File: src/rtl/i2r_pkg.sv
// Shared types, constants and helper functions for the radix digit converter.
package i2r_pkg;

    // Fixed field widths of the channels and the radix register
    localparam int VALUE_W = 32;
    localparam int RADIX_W = 5;
    localparam int CHAR_W  = 7;
    localparam int DIGIT_W = 4;
    localparam int STEP_W  = 2;

    // Radix register limits and reset value
    localparam logic [RADIX_W-1:0] RADIX_RESET = 5'd10;
    localparam logic [RADIX_W-1:0] RADIX_MIN   = 5'd2;
    localparam logic [RADIX_W-1:0] RADIX_MAX   = 5'd16;

    // ASCII anchors for the digit alphabet
    localparam logic [CHAR_W-1:0]  CHAR_ZERO   = 7'h30;
    localparam logic [CHAR_W-1:0]  CHAR_LETTER = 7'h41;
    localparam logic [DIGIT_W-1:0] DIGIT_LIMIT = 4'd10;

    typedef logic [RADIX_W-1:0] base_t;
    typedef logic [STEP_W-1:0]  step_t;
    typedef logic [DIGIT_W-1:0] digit_t;

    // One queued conversion job: raw value plus its classified base
    typedef struct packed {
        logic [VALUE_W-1:0] value;
        base_t              base;
        step_t              step_top;
    } job_t;

    // Clamp the register contents into the legal base range
    function automatic base_t clamp_radix(input logic [RADIX_W-1:0] r);
        base_t b;
        b = r;
        if (r < RADIX_MIN) b = RADIX_MIN;
        if (r > RADIX_MAX) b = RADIX_MAX;
        return b;
    endfunction

    // Index of the top quotient bit of one digit: bits needed for base - 1, minus one
    function automatic step_t step_top_of(input base_t b);
        step_t s;
        if (b <= 5'd2)      s = 2'd0;
        else if (b <= 5'd4) s = 2'd1;
        else if (b <= 5'd8) s = 2'd2;
        else                s = 2'd3;
        return s;
    endfunction

    // Map a digit value to its ASCII character
    function automatic logic [CHAR_W-1:0] ascii_of(input digit_t d);
        logic [CHAR_W-1:0] c;
        if (d < DIGIT_LIMIT) c = CHAR_ZERO + CHAR_W'(d);
        else                 c = CHAR_LETTER + CHAR_W'(d - DIGIT_LIMIT);
        return c;
    endfunction

endpackage

File: src/rtl/i2r_fifo.sv
// Two-entry job queue between the front end and the digit engine.
module i2r_fifo
    import i2r_pkg::*;
(
    input  logic clk,
    input  logic rst_n,
    input  logic push_valid,
    output logic push_ready,
    input  job_t push_job,
    output logic pop_valid,
    input  logic pop_ready,
    output job_t pop_job
);

    localparam int DEPTH = 2;
    localparam int PTR_W = $clog2(DEPTH);
    localparam int CNT_W = $clog2(DEPTH + 1);

    job_t             fifo_mem [DEPTH];
    logic [PTR_W-1:0] wr_ptr_reg;
    logic [PTR_W-1:0] rd_ptr_reg;
    logic [CNT_W-1:0] count_reg;
    logic             do_push;
    logic             do_pop;

    assign push_ready = (count_reg != CNT_W'(DEPTH));
    assign pop_valid  = (count_reg != '0);
    assign pop_job    = fifo_mem[rd_ptr_reg];
    assign do_push    = push_valid && push_ready;
    assign do_pop     = pop_valid && pop_ready;

    // Advance pointers and occupancy
    always_ff @(posedge clk or negedge rst_n)
    begin
        if (!rst_n)
        begin
            wr_ptr_reg <= '0;
            rd_ptr_reg <= '0;
            count_reg  <= '0;
        end
        else
        begin
            if (do_push) wr_ptr_reg <= wr_ptr_reg + PTR_W'(1);
            if (do_pop)  rd_ptr_reg <= rd_ptr_reg + PTR_W'(1);
            if (do_push && !do_pop)      count_reg <= count_reg + CNT_W'(1);
            else if (do_pop && !do_push) count_reg <= count_reg - CNT_W'(1);
        end
    end

    // Store the entry
    always_ff @(posedge clk)
    begin
        if (do_push)
        begin
            fifo_mem[wr_ptr_reg] <= push_job;
        end
    end

endmodule

File: config.mk
export PLATFORM = sky130hd
export DESIGN_NAME = i2r_fifo
export DESIGN_NICKNAME = d
export VERILOG_FILES = /design/src/rtl/i2r_pkg.sv /design/src/rtl/i2r_fifo.sv
export SDC_FILE = /design/constraint.sdc
export NUM_CORES = 1
export LEC_CHECK = 0
export BUFFER_PORTS_ARGS = -buffer_cell sky130_fd_sc_hd__buf_4
export CAP_MARGIN = 20
export CORE_MARGIN = 3
export CORE_UTILIZATION = 51
export CTS_CLUSTER_DIAMETER = 30
export DETAILED_ROUTE_END_ITERATION = 7
export PLACE_DENSITY_LB_ADDON = 0.15
export SYNTH_ARGS = -nofsm -noshare
export SYNTH_HDL_FRONTEND = slang
export SYNTH_SLANG_ARGS = --single-unit
File: constraint.sdc
create_clock -name clk -period 3.5 [get_ports clk]
set_clock_uncertainty 0.1 [all_clocks]
set_input_delay 0.525 -clock clk [delete_from_list [all_inputs] [get_ports clk]]
set_output_delay 0.525 -clock clk [all_outputs]
set_load 0.005 [all_outputs]
==> flow_summary.toml <==
[status]
run_status = "completed"

[worst_setup_path]
worst_ep_required_time_ns = 2.87
timing.reg2reg.worst_path_depth = 2
worst-setup-path-type = "flop to primary output"
rr_startpoint = "count_reg[0]$_DFFE_PN0P_"
worst_path_cell_with_the_longest_stage_delay = "sky130_fd_sc_hd__dfrtp_2"
regToRegEndpoint = "fifo_mem[1][11]$_DFFE_PP_"
path_max_fanout = 40
worst_path_largest_cell_delay_ns = 0.97
critical_path.cell_chain = "mux2_2 -> buf_4"
worst_setup_path_end_kind = "primary output"
startpoint_type = "flop"
worstPathArrival_ns = 1.90
r2r_slack_ns = 1.63

[die]
floorplan.die.width_um = 83.1
floorplan.die_area_mm2 = 0.00691
num_rows = 27
floorplan.core_area_mm2 = 0.00564
die_height_um = 83.1
ioPinCount = 84
initial_core_utilization = 0.538

[clock_tree]
cts_sinks = 82
clk_transition_reported_paths_ns = 0.07
cts_tree = "built"
setup_bufs_post_cts = 0
cts_made_buffers = 9
clk_path_buf_depth = 2
root_buffer = "sky130_fd_sc_hd__clkbuf_8"
cts.htree.levels = 3
cts.repair.resized = 0
worstSkewPairLatency_ns = 0.32

[logic_synthesis]
cell_accounting_for_the_most_synthesized_area = "sky130_fd_sc_hd__edfxtp_1"
synth-seq-cells = 82
ys_warns = 0
synthMostInstantiatedCell = "sky130_fd_sc_hd__edfxtp_1"
synthTopCellsByArea = "sky130_fd_sc_hd__edfxtp_1 77%, sky130_fd_sc_hd__mux2_2 14%, sky130_fd_sc_hd__dfrtp_1 3.3%"
synth_edf_count = 78
asyncSetResetFlopFracSynth = 0.0488
ys_top_cells_by_count = "78 x sky130_fd_sc_hd__edfxtp_1, 39 x sky130_fd_sc_hd__mux2_2, 4 x sky130_fd_sc_hd__buf_6, 4 x sky130_fd_sc_hd__dfrtp_1, 3 x sky130_fd_sc_hd__xnor2_1"
synth.net_count = 183
synth_seq_area_share = 0.805
synthDominantCellAreaShare = 0.772
syn_avg_cell_area_um2 = 21.8
synthesis.instances = 139
yosys.cell_types.count = 14
post_synth_instance_area_mm2 = 0.00303
synth_flop_cell = "sky130_fd_sc_hd__edfxtp_1"

[detailed_routing]
first_iter_violations = 65
drt-total-wl_um = 5080
routed_wire_length_per_instance_um = 16.5
antenna_violating_nets_post_route = 0
vias_per_cell = 4.92
first_pass_drt_iterations = 4
via_count = 1515
drcViolationCount = 0

[layout]
num-nets-final = 275
antenna_cells = 0
drive_above_1_share = 0.602
multi_input_gate_area_um2 = 551
syn_to_final_growth_pct = 30.4
layout.filler_cells = 387
largest_reg_flops = 78
finish.instance_area_mm2 = 0.00396
storage_cell_area_mm2 = 0.00244

[global_routing]
globalRoute.totalOverflow = 0
grt_util_all_layers = 0.153
grt_first_pass_wirelength_um = 8090
initial_antenna_violation_count = 0
grt_max_degree = 41
grt_pass1_vias = 1683

[sta]
timing_hold_violations_final = 0
final_period_minus_worst_setup_slack_ns = 2.52
pin_slew_with_the_least_headroom_to_its_limit_ns = 0.938
unrepaired_setup_endpoints_after_global_routing = "no"
fin_setup_tns_ns = 0
relSlewSlack = 0.375
min_period_over_period = 0.720
final-setup-viol-count = 0
drv_slew = 0
fmax_ghz = 0.397

[job]
cap_viol_max_count = 0

[worst_hold_path]
min-delay-start = "push_job[3]"
min_to = "fifo_mem[0][3]$_DFFE_PP_"
min_path_type = "input pin to flop"
worstHoldPathCells = 1

[place]
gp_routability_congestion = 0.726
io_buffer_count = 83
dpl_cell_area_mm2 = 0.00371
dp_hpwl_um = 3380

[pwr]
power.static_leakage_nw = 1.50
power-per-cell-area_mw_per_mm2 = 789
irDropWorstVdd_uv = 423
[cells in the final DEF, fill, tap and decap left out, types with 2 or more instances in the layout]
cell	instances
sky130_fd_sc_hd__mux2_2	39
sky130_fd_sc_hd__xnor2_1	3
sky130_fd_sc_hd__xor2_1	2
sky130_fd_sc_hd__dfrtp_1	3
sky130_fd_sc_hd__clkbuf_1	3
sky130_fd_sc_hd__bufinv_16	2
sky130_fd_sc_hd__clkbuf_8	10
sky130_fd_sc_hd__edfxtp_1	78
sky130_fd_sc_hd__buf_4	83
[per-stage QoR]
step / setup WS (ns) / util / std cells / power (mW) / hold slack, ns
after detailed placement: 1.34 / 0.658 / 290 / 2.43 / 0.224
after floorplan: 0.684 / - / 139 / 1.99 / 0.129
final: 0.979 / 0.701 / 308 / 3.12 / 0.284
after global routing: 0.888 / 0.701 / 308 / 3.29 / 0.260
after CTS: 0.977 / 0.697 / 307 / 3.15 / 0.262
after global placement: 1.36 / 0.658 / 290 / 2.38 / 0.221
[cell type report]
class                      count  area share
timing repair buffer          85       0.165
clock buffer                  13      0.0376
multi-input combinational     52       0.139
tap                           72      0.0228
sequential                    82       0.618
inverter                       1    0.000949
clock inverter                 3      0.0165
[cell families after synthesis]
family / share of synthesized area
XOR/XNOR: 0.0144
adder cells (fa/ha/maj): 0.00412
buffers and inverters: 0.0161
flip-flops: 0.805
multiplexers: 0.145
AND/OR/NAND/NOR: 0.0153
[metal layers]
metal | vias up | GRT usage | part of all wire
met2 | 53 | 0.262 | 0.54
met3 | 2 | 0.0466 | 0.069
met4 | 0 | 0.0624 | 0.0039
met1 | 739 | 0.179 | 0.39
met5 | - | 0 | 0
li1 | 721 | - | -
[timing repair]
| item | in CTS | in global routing |
|---|---|---|
| setup endpoints to repair | 0 | 0 |
| hold buffers | 1 | 0 |
| endpoints found under the hold margin | 4 | 0 |
[power by group]
group	internal, mW	switching [mW]
clock	0.421	0.287
combinational	0.559	0.349
sequential	1.35	0.158
[how the worst max path moves through the flow]
stage                             start                        end  cells after the start
4_1_cts          rd_ptr_reg$_DFFE_PN0P_                pop_job[31]                      2
5_1_grt          rd_ptr_reg$_DFFE_PN0P_                 pop_job[2]                      2
6_report         rd_ptr_reg$_DFFE_PN0P_                 pop_job[2]                      2
3_5_place_dp                 push_valid  fifo_mem[0][34]$_DFFE_PP_                      3
2_1_floorplan  count_reg[0]$_DFFE_PN0P_   fifo_mem[0][0]$_DFFE_PP_                      3
3_3_place_gp     rd_ptr_reg$_DFFE_PN0P_                pop_job[24]                      2
[critical path, delay by kind of cell, from the launching register on]
| kind | cells | cell delay, ns |
|---|---|---|
| buf+inv | 1 | 0.14 |
| flops | 1 | 0.97 |
| mux | 1 | 0.43 |
(Power assumes the default switching activity.)
